File: config.mk
export PLATFORM = sky130hd
export DESIGN_NAME = button_mode_toggle_with_blink_core
export DESIGN_NICKNAME = d
export VERILOG_FILES = /design/src/rtl/bmtb_pkg.sv /design/src/rtl/bmtb_press.sv /design/src/rtl/button_mode_toggle_with_blink_core.sv
export SDC_FILE = /design/constraint.sdc
export NUM_CORES = 1
export LEC_CHECK = 0
export ABC_AREA = 1
export BUFFER_PORTS_ARGS = -buffer_cell sky130_fd_sc_hd__buf_2
export CAP_MARGIN = 20
export CORE_MARGIN = 1.5
export CORE_UTILIZATION = 55
export CTS_CLUSTER_DIAMETER = 40
export DETAILED_ROUTE_END_ITERATION = 16
export PLACE_DENSITY = 0.74
export SLEW_MARGIN = 20
export SYNTH_ARGS = -nofsm -noshare
export SYNTH_HDL_FRONTEND = slang
export SYNTH_SLANG_ARGS = --single-unit
File: constraint.sdc
create_clock -name clk -period 7.1 [get_ports clk]
set_input_delay 0.355 -clock clk [delete_from_list [all_inputs] [get_ports clk]]
set_output_delay 0.355 -clock clk [all_outputs]
set_load 0.05 [all_outputs]
File: src/rtl/bmtb_pkg.sv
// bmtb_pkg: shared types, constants and the led pattern decode for the
// button mode toggle block; no dependencies
`timescale 1ns / 1ps

package bmtb_pkg;

  localparam int unsigned PeriodW = 8;
  localparam int unsigned PressW  = 12;
  localparam int unsigned PhaseW  = 10;
  localparam int unsigned IndexW  = 2;
  localparam int unsigned DataW   = 12;

  localparam logic [PeriodW-1:0] SINCE_MAX      = 8'd255;
  localparam logic [PressW-1:0]  HELD_MAX       = 12'd4095;
  localparam logic [PhaseW-1:0]  PHASE_LAST     = 10'd999;
  localparam logic [PhaseW-1:0]  SLOW_ON_END    = 10'd500;
  localparam logic [PhaseW-1:0]  FAST_ON1_END   = 10'd50;
  localparam logic [PhaseW-1:0]  FAST_ON2_START = 10'd150;
  localparam logic [PhaseW-1:0]  FAST_ON2_END   = 10'd200;

  localparam logic [PeriodW-1:0] SAMPLE_PERIOD_RESET = 8'd20;
  localparam logic [PressW-1:0]  MIN_PRESS_RESET     = 12'd50;
  localparam logic [PressW-1:0]  MAX_PRESS_RESET     = 12'd3000;

  localparam logic [IndexW-1:0] REG_SAMPLE_PERIOD = 2'd0;
  localparam logic [IndexW-1:0] REG_MIN_PRESS     = 2'd1;
  localparam logic [IndexW-1:0] REG_MAX_PRESS     = 2'd2;

  localparam logic KIND_TICK     = 1'b0;
  localparam logic KIND_SET_MODE = 1'b1;

  typedef struct packed {
    logic kind;
    logic button_level;
    logic requested_mode;
  } item_t;

  typedef struct packed {
    logic mode;
    logic led_on;
    logic mode_changed;
  } result_t;

  typedef struct packed {
    logic [PeriodW-1:0] sample_period_ms;
    logic [PressW-1:0]  min_press_ms;
    logic [PressW-1:0]  max_press_ms;
  } cfg_t;

  function automatic logic led_level(input logic mode, input logic [PhaseW-1:0] phase);
    logic lvl;
    if (!mode) begin
      lvl = (phase < SLOW_ON_END);
    end else begin
      lvl = (phase < FAST_ON1_END) || ((phase >= FAST_ON2_START) && (phase < FAST_ON2_END));
    end
    return lvl;
  endfunction

endpackage

File: src/rtl/bmtb_press.sv
// bmtb_press: button sampler and held-time qualifier
// depends on bmtb_pkg
`timescale 1ns / 1ps

module bmtb_press (
  input  logic          clk,
  input  logic          rst,
  input  bmtb_pkg::cfg_t cfg,
  input  logic          tick,
  input  logic          button_level,
  output logic          toggle
);
  import bmtb_pkg::*;

  logic [PeriodW-1:0] ticks_since_sample;
  logic [PeriodW-1:0] ticks_since_sample_next;
  logic               button_held;
  logic               button_held_next;
  logic [PressW-1:0]  held_time;
  logic [PressW-1:0]  held_time_next;
  logic [PressW-1:0]  held_base;
  logic               sample;
  logic               press;
  logic               release_seen;

  always_comb begin
    sample       = (ticks_since_sample >= cfg.sample_period_ms);
    press        = sample && button_level && !button_held;
    release_seen = sample && !button_level && button_held;
    toggle       = release_seen && (held_time >= cfg.min_press_ms) &&
                   (held_time < cfg.max_press_ms);

    if (press) begin
      button_held_next = 1'b1;
    end else if (release_seen) begin
      button_held_next = 1'b0;
    end else begin
      button_held_next = button_held;
    end

    held_base = press ? '0 : held_time;
    if (button_held_next && (held_base < HELD_MAX)) begin
      held_time_next = held_base + 1'b1;
    end else begin
      held_time_next = held_base;
    end

    // restart at one on sample, then count up with saturation
    if (sample) begin
      ticks_since_sample_next = PeriodW'(1);
    end else if (ticks_since_sample < SINCE_MAX) begin
      ticks_since_sample_next = ticks_since_sample + 1'b1;
    end else begin
      ticks_since_sample_next = ticks_since_sample;
    end
  end

  always_ff @(posedge clk) begin
    if (rst) begin
      ticks_since_sample <= '0;
      button_held        <= 1'b0;
      held_time          <= '0;
    end else if (tick) begin
      ticks_since_sample <= ticks_since_sample_next;
      button_held        <= button_held_next;
      held_time          <= held_time_next;
    end
  end

endmodule

File: src/rtl/button_mode_toggle_with_blink_core.sv
// button_mode_toggle_with_blink_core: top level with mode flag, blink phase,
// configuration registers and result register; uses bmtb_pkg and bmtb_press
`timescale 1ns / 1ps

// Takes one item per clock while item_stall is low and returns one result
// per item, in the cycle after acceptance, from a single result register.
// Tick items (kind 0) advance a 1 ms time base: the button is sampled every
// sample_period_ms ticks, and a press held for a time in [min_press_ms,
// max_press_ms) toggles the mode at its release sample. Set-mode items
// (kind 1) force the mode without moving time. led_on follows a 1000-tick
// phase: mode 0 is a 500/500 blink, mode 1 a double blink. item_stall rises
// only while the result register holds a result that the downstream side
// stalls, so unstalled the rate is one item per cycle. Configuration writes
// are always ready and are meant to be made only while the block is idle;
// writes to an index beyond the third register are ignored.
module button_mode_toggle_with_blink_core (
  input  logic                            clk,
  input  logic                            rst,
  input  logic                            item_valid,
  output logic                            item_stall,
  input  bmtb_pkg::item_t                 item,
  output logic                            result_valid,
  input  logic                            result_stall,
  output bmtb_pkg::result_t               result,
  input  logic                            cfg_valid,
  output logic                            cfg_ready,
  input  logic [bmtb_pkg::IndexW-1:0]     cfg_index,
  input  logic [bmtb_pkg::DataW-1:0]      cfg_data
);
  import bmtb_pkg::*;

  cfg_t              cfg;
  logic              mode;
  logic              mode_next;
  logic [PhaseW-1:0] blink_phase;
  logic [PhaseW-1:0] blink_phase_next;
  logic              accept;
  logic              tick;
  logic              toggle;
  result_t           result_next;

  assign cfg_ready  = 1'b1;
  assign item_stall = result_valid && result_stall;
  assign accept     = item_valid && !item_stall;
  assign tick       = accept && (item.kind == KIND_TICK);

  always_ff @(posedge clk) begin
    if (rst) begin
      cfg.sample_period_ms <= SAMPLE_PERIOD_RESET;
      cfg.min_press_ms     <= MIN_PRESS_RESET;
      cfg.max_press_ms     <= MAX_PRESS_RESET;
    end else if (cfg_valid && cfg_ready) begin
      unique case (cfg_index)
        REG_SAMPLE_PERIOD: cfg.sample_period_ms <= cfg_data[PeriodW-1:0];
        REG_MIN_PRESS:     cfg.min_press_ms     <= cfg_data[PressW-1:0];
        REG_MAX_PRESS:     cfg.max_press_ms     <= cfg_data[PressW-1:0];
        default: ;
      endcase
    end
  end

  bmtb_press u_press (
    .clk          (clk),
    .rst          (rst),
    .cfg          (cfg),
    .tick         (tick),
    .button_level (item.button_level),
    .toggle       (toggle)
  );

  always_comb begin
    if (item.kind == KIND_SET_MODE) begin
      mode_next        = item.requested_mode;
      blink_phase_next = blink_phase;
    end else begin
      mode_next        = mode ^ toggle;
      blink_phase_next = (blink_phase == PHASE_LAST) ? '0 : blink_phase + 1'b1;
    end
    result_next.mode         = mode_next;
    result_next.led_on       = led_level(mode_next, blink_phase);
    result_next.mode_changed = (mode_next != mode);
  end

  always_ff @(posedge clk) begin
    if (rst) begin
      mode         <= 1'b0;
      blink_phase  <= '0;
      result_valid <= 1'b0;
    end else begin
      if (accept) begin
        mode         <= mode_next;
        blink_phase  <= blink_phase_next;
        result_valid <= 1'b1;
      end else if (!result_stall) begin
        result_valid <= 1'b0;
      end
    end
  end

  always_ff @(posedge clk) begin
    if (accept) begin
      result <= result_next;
    end
  end

  a_phase_range: assert property (@(posedge clk) disable iff (rst)
    blink_phase <= PHASE_LAST)
    else $error("blink phase out of range");

  a_accept_gives_result: assert property (@(posedge clk) disable iff (rst)
    accept |=> result_valid)
    else $error("accepted transaction produced no result");

  a_result_mode_current: assert property (@(posedge clk) disable iff (rst)
    result_valid |-> (result.mode == mode))
    else $error("result mode disagrees with mode flag");

  a_setmode_same_no_change: assert property (@(posedge clk) disable iff (rst)
    (accept && (item.kind == KIND_SET_MODE) && (item.requested_mode == mode))
      |=> !result.mode_changed)
    else $error("set-mode to current mode reported a change");

endmodule
==> summary.txt, run 1 <==
Synth
  – Sequential-to-total area share from yosys stat: 0.357
  – Most common flop cell mapped by yosys: sky130_fd_sc_hd__dfxtp_1
  – Synth area leaders: sky130_fd_sc_hd__dfxtp_1 33%, sky130_fd_sc_hd__ha_1 11%, sky130_fd_sc_hd__nand2_1 10%, sky130_fd_sc_hd__inv_1 8.8%, sky130_fd_sc_hd__a21oi_1 5.9%
  – Number of unique standard cell types used by synthesis: 43
  – Warning count from the yosys run: 0
  – Number of instances in the synthesized netlist: 539
  – EDFF count, synth: 3
  – Number of register bits inferred by synthesis: 68
  – Synth top area share: 0.334
  – Fraction of registers with async set/reset: 0
  – Netlist Area Pre-Place: ~0.0039 mm^2
  – Number of nets produced by synthesis: 595
  – Mean Syn Cell Area: roughly 7.2 um^2
  – Library cell occupying the most area in the post-synthesis netlist: sky130_fd_sc_hd__dfxtp_1

Timing
  – Final worst clock skew: 0.00707 ns
  – Rel. slew slack: 0.406
  – Final critical path time including I/O delays and setup: 2.85 ns
  – Final Hold Viols: 0
  – Period utilisation layout: 0.401
  – Unrepaired setup endpoints after global routing: false
  – Final number of max-transition violations: 0
  – Upper clock frequency limit: 351 MHz
  – Transition time at the pin with the least slew margin: 0.884 ns
  – Setup-failing EPs final: 0
  – Setup_tns: 0 ns

Clock tree
  – Post-CTS setup buffers: 0
  – Clock transition at path regs: 0.07 ns
  – Clk root buf: sky130_fd_sc_hd__clkbuf_8
  – Clock tree from TritonCTS: built
  – Clk sinks: 68
  – CTS H-tree depth: 3
  – Latest clock arrival within the worst-skew pair: 0.34 ns
  – Gates resized, CTS repair: 0
  – Cts-stage hold buffer count: 0
  – Maximum count of clock buffers along a single path: 2
  – Cts bufs inserted: 9

Power
  – Worst-case vdd ir drop: 0.102 mV
  – Part of the total power dissipated in the clock network: 0.378
  – Power per cell area: around 180 mW/mm^2
  – Power Total: 771 uW
  – Comb power frac: 0.100
  – Lkg Pwr: 2.01 nW
  – Sequential power share: 0.522
  – Switching part of the total power: 0.255
  – P_sw: between 150 and 200 uW
  – Int Pwr: 575 uW

Drt
  – Per-cell routed wire length: 12.4 um
  – Detailed Routing Iterations Pass 1: 4
  – Vias/cell: 5.22
  – Drc violations: 0
  – Count of antenna-violating nets left after detailed routing: 0
  – Iteration-0 DRC Markers: 124
  – Total Wirelength: 8210 um
  – Detailed-route via count: 3462

Flow run
  – Max Cap Violations: 0

Finish
  – Ratio of cells with drive above 1 in the final layout: 0.122
  – Top library cells by usage in the layout, fill and taps aside: 108 x sky130_fd_sc_hd__nand2_1, 90 x sky130_fd_sc_hd__inv_1, 65 x sky130_fd_sc_hd__dfxtp_1
  – Net count of the finished layout: 619
  – Layout Area Growth over Synthesis: 9.24%
  – Final-layout fill cell count: around 650
  – Most frequent standard cell in the layout excluding fill and tap cells: sky130_fd_sc_hd__nand2_1
  – Ant diodes: 0

Critical path
  – Critical path data arrival time: 3.08 ns
  – Largest fanout on the critical path: 12
  – Critical path type: reg -> reg
  – CP startpoint kind: flop
  – Worst setup EP type: flop
  – Endpoint required time on the critical path: 7.33 ns

Global routing
  – GRT Util Overall: 0.233
  – Initial antenna violation count: 0
  – First-pass GRT wire length: 13900 um
  – Via count of the first global-routing pass: 3228
  – Final global-route overflow total: 0
  – Pin count of the biggest net entering global routing: 44

Floorplanning
  – Effective utilization at floorplan: 0.571
  – I/O pin total: 28
  – Total die area: between 0.007 and 0.008 mm^2
  – Number of rows created at floorplan: 30
  – Die outline width: between 80 and 90 um
  – Floorplan Core Area: 0.00683 mm^2
  – Die Height: 87.2 um

Run status
  – Outcome: complete, no violations

Placed design
  – Final HPWL DP: 6280 um
  – Port bufs: 26
  – Final weighted congestion in routability-driven placement: 0.850

Min path
  – Type of the worst min-delay path: in -> reg
critical path, stage by stage, from the launching register on:
cell                      delay, ns
sky130_fd_sc_hd__dfxtp_1       0.31
sky130_fd_sc_hd__inv_1         0.05
sky130_fd_sc_hd__ha_1          0.34
sky130_fd_sc_hd__nand2_1       0.07
sky130_fd_sc_hd__nand2_1       0.05
sky130_fd_sc_hd__nand2_1       0.04
sky130_fd_sc_hd__nand2_1       0.05
sky130_fd_sc_hd__nand2_1       0.10
sky130_fd_sc_hd__nand3_4       0.11
sky130_fd_sc_hd__nand3_2       0.22
sky130_fd_sc_hd__nand2_1       0.15
sky130_fd_sc_hd__inv_1         0.05
sky130_fd_sc_hd__ha_1          0.20
sky130_fd_sc_hd__nand3_1       0.08
sky130_fd_sc_hd__inv_1         0.06
sky130_fd_sc_hd__nand3_1       0.07
sky130_fd_sc_hd__inv_1         0.05
sky130_fd_sc_hd__nand4_1       0.09
sky130_fd_sc_hd__nor2_2        0.06
sky130_fd_sc_hd__nor2_4        0.27
sky130_fd_sc_hd__nand2_1       0.11
sky130_fd_sc_hd__o21ai_0       0.16
sky130_fd_sc_hd__nor2_1        0.05
sequential cells by signal (all words and copies together) (netlist names):
register	flops
blink_phase	10
cfg	32
mode	1
result	3
result_valid	1
u_press.button_held	1
u_press.held_time	12
u_press.ticks_since_sample	8
stage by stage:
stage	setup slack (ns)	utilization	cell area, um^2	instances	hold WS [ns]
detailed placement	4.27	0.597	4080	648	0.459
floorplan	4.55	-	3900	539	0.435
finish	4.25	0.624	4260	663	0.243
CTS	4.25	0.624	4260	663	0.237
global placement	4.37	0.597	4080	648	0.447
global route	3.94	0.624	4260	663	0.262
cells by family (layout without fill, tap and decap cells):
group | after synthesis | count (layout) | share of synthesized area
AND/OR/NAND/NOR | 217 | 217 | 0.261
XOR/XNOR | 3 | 3 | 0.00674
buffers and inverters | 110 | 138 | 0.111
adder cells (fa/ha/maj) | 34 | 34 | 0.109
AO/OA/AOI/OAI | 106 | 106 | 0.154
flip-flops | 68 | 68 | 0.357
other | 1 | 1 | 0.000962
power by group through the flow:
stage               combinational (mW)  sequential [mW]  clock [mW]
finish                          0.0773            0.402       0.291
global route                    0.0872            0.404       0.314
CTS                             0.0777            0.403       0.296
global placement                0.0749            0.411           0
detailed placement              0.0773            0.411           0
floorplan                       0.0505            0.416           0
per-layer routing:
layer | part of all wire | vias to the layer above | GRT usage
met5 | 0 | - | 0
met4 | 0.018 | 0 | 0.0981
met3 | 0.036 | 13 | 0.0370
met2 | 0.47 | 45 | 0.397
met1 | 0.48 | 1601 | 0.291
li1 | - | 1803 | -
cell usage after synthesis (2+ instances only):
library cell,instances
sky130_fd_sc_hd__nor2_4,5
sky130_fd_sc_hd__o21ai_0,30
sky130_fd_sc_hd__inv_2,6
sky130_fd_sc_hd__ha_1,34
sky130_fd_sc_hd__nor4_1,2
sky130_fd_sc_hd__o211ai_1,13
sky130_fd_sc_hd__buf_6,2
sky130_fd_sc_hd__nor3_2,2
sky130_fd_sc_hd__inv_1,91
sky130_fd_sc_hd__clkbuf_1,9
sky130_fd_sc_hd__nand3_1,18
sky130_fd_sc_hd__xor2_1,3
sky130_fd_sc_hd__dfxtp_1,65
sky130_fd_sc_hd__o21ai_1,4
sky130_fd_sc_hd__nand2_2,6
sky130_fd_sc_hd__o21bai_1,2
sky130_fd_sc_hd__o21a_1,2
sky130_fd_sc_hd__nor2_1,42
sky130_fd_sc_hd__a211oi_1,3
sky130_fd_sc_hd__nand2_1,108
sky130_fd_sc_hd__nor3_1,13
sky130_fd_sc_hd__a21oi_1,46
sky130_fd_sc_hd__nor2_2,2
sky130_fd_sc_hd__nand4_1,10
sky130_fd_sc_hd__edfxtp_1,3
path summary, 6_finish.rpt:
check,to,depth (start not counted),slack [ns],start
hold / removal,cfg[9],3,0.24,cfg_data[9]
setup reg to reg,u_press.held_time[2],22,4.25,cfg[25]
setup / recovery,u_press.held_time[2],22,4.25,cfg[25]
hold reg to reg,cfg[29],2,0.46,cfg[29]
layout make-up:
class,count,area [um^2],area share
Sequential cell,68,1390,0.327
Clock inverter,2,10.0,0.00235
Timing Repair Buffer,26,130,0.0305
Multi-Input combinational cell,361,2080,0.487
Inverter,97,364,0.0855
Clock buffer,13,169,0.0396
Tap cell,96,120,0.0282
No activity file was read; power rests on OpenSTA's default activity.
==> inputs of run 2 (changes only) <==
clock period = 2.7 ns   (was 7.1 ns; I/O delays follow)
==> run 2 against run 1 <==
Final cell count increased by 2.1%; clock power increased to 2.8 times the previous value; sequential share of layout area decreased by 1.7 points; first-iteration DRC count increased by 24%; die area unchanged; sequential cell count unchanged.
==> summary.txt, run 2 (synthesis gave the netlist of run 1 again) <==
Clock tree
  – Cts-stage hold buffer count: 0 (unchanged)
  – Clk sinks: 68 (unchanged)
  – Latest clock arrival within the worst-skew pair: 0.35 ns (was 0.34 ns)
  – Clock transition at path regs: 0.08 ns (was 0.07 ns)
  – Clock tree from TritonCTS: built (unchanged)
  – Clk root buf: sky130_fd_sc_hd__clkbuf_8 (unchanged)
  – Cts bufs inserted: 9 (unchanged)
  – CTS H-tree depth: 3 (unchanged)
  – Maximum count of clock buffers along a single path: 2 (unchanged)

Floorplanning
  – Die Height: 87.2 um (unchanged)
  – Die outline width: 87.2 um (unchanged)
  – Number of rows created at floorplan: 30 (unchanged)
  – Total die area: 0.00760 mm^2 (unchanged)
  – I/O pin total: 28 (unchanged)
  – Effective utilization at floorplan: 0.571 (unchanged)
  – Floorplan Core Area: 0.00683 mm^2 (unchanged)

Finish
  – Top library cells by usage in the layout, fill and taps aside: 104 x sky130_fd_sc_hd__nand2_1, 84 x sky130_fd_sc_hd__inv_1, 57 x sky130_fd_sc_hd__dfxtp_1 (was 108 x sky130_fd_sc_hd__nand2_1, 90 x sky130_fd_sc_hd__inv_1, 65 x sky130_fd_sc_hd__dfxtp_1)
  – Largest registers: cfg (32), u_press.held_time (12), blink_phase (10) (unchanged)
  – Most frequent standard cell in the layout excluding fill and tap cells: sky130_fd_sc_hd__nand2_1 (unchanged)
  – Ratio of cells with drive above 1 in the final layout: 0.198 (was 0.122)
  – Final Instance Area: 0.00452 mm^2 (was 0.00426 mm^2)
  – Number of flip-flops under the largest register name: 32 (unchanged)
  – Net count of the finished layout: 632 (was 619)
  – Ant diodes: 0 (unchanged)
  – Register with the highest flop count: cfg (unchanged)
  – Layout Area Growth over Synthesis: 16.0% (was 9.24%)

Critical path
  – Critical path data arrival time: 2.83 ns (was 3.08 ns)
  – Critical path's most frequent cell: sky130_fd_sc_hd__inv_2 (was sky130_fd_sc_hd__nand2_1)
  – Startpoint of the most critical register-to-register path: cfg[29] (was cfg[25])
  – Worst-case register-to-register setup slack: 0.11 ns (was 4.25 ns)
  – Worst setup EP type: flop (unchanged)
  – Reg2reg path depth: 20 (was 22)
  – Worst setup path startpoint: cfg[29] (was cfg[25])
  – Longest individual stage delay on the worst path: 0.33 ns (was 0.34 ns)
  – Critical path type: reg -> reg (unchanged)
  – Endpoint required time on the critical path: 2.94 ns (was 7.33 ns)
  – Cell with the largest stage delay on the worst path: sky130_fd_sc_hd__dfxtp_1 (was sky130_fd_sc_hd__ha_1)
  – Crit-path cells: inv_2 -> ha_4 -> a21oi_4 -> nor2_2 -> nor2_4 -> nand3_4 -> nand3_4 -> nand2_4 -> inv_2 -> ha_4 -> nand3_2 -> inv_2 -> nand3_1 -> inv_1 -> nand4_1 -> nor2_2 -> nor2_4 -> buf_6 -> a21oi_2 -> nor2_1 (was inv_1 -> ha_1 -> nand2_1 -> nand2_1 -> nand2_1 -> nand2_1 -> nand2_1 -> nand3_4 -> nand3_2 -> nand2_1 -> inv_1 -> ha_1 -> nand3_1 -> inv_1 -> nand3_1 -> inv_1 -> nand4_1 -> nor2_2 -> nor2_4 -> nand2_1 -> o21ai_0 -> nor2_1)
  – Terminus of the critical flop-to-flop path: u_press.held_time[11] (was u_press.held_time[2])
  – CP startpoint kind: flop (unchanged)
  – Largest fanout on the critical path: 7 (was 12)

Placed design
  – Final HPWL DP: 6210 um (was 6280 um)
  – Final weighted congestion in routability-driven placement: 0.838 (was 0.850)
  – Post-place instance area: 0.00411 mm^2 (was 0.00408 mm^2)
  – Post-placement worst setup slack: 0.0821 ns (was 4.27 ns)
  – Port bufs: 26 (unchanged)

Drt
  – Total Wirelength: 8750 um (was 8210 um)
  – Vias/cell: 5.22 (about the same)
  – Detailed-route via count: 3532 (was 3462)
  – Drc violations: 0 (unchanged)
  – Detailed Routing Iterations Pass 1: 4 (unchanged)
  – Count of antenna-violating nets left after detailed routing: 0 (unchanged)
  – Iteration-0 DRC Markers: 154 (was 124)
  – Per-cell routed wire length: 12.9 um (was 12.4 um)

Min path
  – Origin of the worst min-delay path: cfg_data[8] (was cfg_data[9])
  – Hold-critical path endpoint: cfg[8] (was cfg[9])
  – Depth of the worst hold-timing path: 3 (unchanged)
  – Type of the worst min-delay path: in -> reg (unchanged)

Global routing
  – GRT Util Overall: 0.242 (was 0.233)
  – First-pass GRT wire length: 14400 um (was 13900 um)
  – Pin count of the biggest net entering global routing: 24 (was 44)
  – Via count of the first global-routing pass: 3254 (was 3228)
  – Final global-route overflow total: 0 (unchanged)
  – Initial antenna violation count: 0 (unchanged)

Power
  – Power per cell area: 462 mW/mm^2 (was 181 mW/mm^2)
  – Lkg Pwr: 2.10 nW (was 2.01 nW)
  – Worst-case vdd ir drop: 0.348 mV (was 0.102 mV)

Flow run
  – Max Cap Violations: 0 (unchanged)

Timing
  – Upper clock frequency limit: 386 MHz (was 351 MHz)
  – Setup-failing EPs final: 0 (unchanged)
  – Final Hold Viols: 0 (unchanged)
  – Final worst clock skew: 0.00826 ns (was 0.00707 ns)
  – Final critical path time including I/O delays and setup: 2.59 ns (was 2.85 ns)
  – Rel. slew slack: 0.557 (was 0.406)
  – Transition time at the pin with the least slew margin: 0.664 ns (was 0.884 ns)
  – Final number of max-transition violations: 0 (unchanged)
  – Period utilisation layout: 0.959 (was 0.401)
  – Worst Slack Setup Final: 0.110 ns (was 4.25 ns)

Run status
  – Outcome: complete, no violations (unchanged)
## run 2: routing by layer
metal	track usage	vias up	part of all wire
li1	-	1830	-
met1	0.306	1632	0.46
met2	0.414	51	0.48
met3	0.0502	19	0.035
met4	0.0779	0	0.023
met5	0	-	0
## run 2: how the worst max path moves through the flow
stage / to / slack, ns / depth (start not counted)
after floorplan: u_press.held_time[0] / 0.15 / 20
after global placement: u_press.held_time[2] / 0.15 / 20
after detailed placement: u_press.held_time[3] / 0.08 / 22
after CTS: u_press.held_time[3] / 0.03 / 22
after global routing: u_press.held_time[11] / -0.06 / 20
final: u_press.held_time[11] / 0.11 / 20
## run 2: what timing repair did
action | CTS | global route
setup endpoints to repair | 0 | 12
buffers inserted | 0 | 9
resized for setup | 0 | 42
## run 2: layout make-up
class	count	area (um^2)
Fill cell	574	2310
Multi-Input combinational cell	361	2210
Sequential cell	68	1400
Inverter	97	364
Timing Repair Buffer	39	231
Clock buffer	11	163
Tap cell	96	120
Clock inverter	5	33.8
## run 2: stage by stage
stage	hold WS (ns)	TNS, ns	util	total power, mW	std cells
floorplan	0.265	0	-	1.23	539
global placement	0.364	0	0.602	1.28	652
detailed placement	0.373	0	0.602	1.29	652
CTS	0.00683	0	0.631	2.10	668
global route	0.0212	-0.267	0.662	2.19	677
finish	0.0186	0	0.662	2.09	677
## run 2: where the power goes
part	switching (mW)	internal [mW]	total (mW)
Combinational	0.143	0.0720	0.215
Clock	0.404	0.412	0.816
Sequential	0.0145	1.05	1.06
Total	0.562	1.53	2.09
## run 2: worst max-delay path, delay by kind of cell, from the launching register on
family | cells | cell delay, ns
simple gates | 11 | 1.05
fa+ha+maj | 2 | 0.37
compound gates | 2 | 0.30
flops | 1 | 0.33
buf+inv | 5 | 0.43
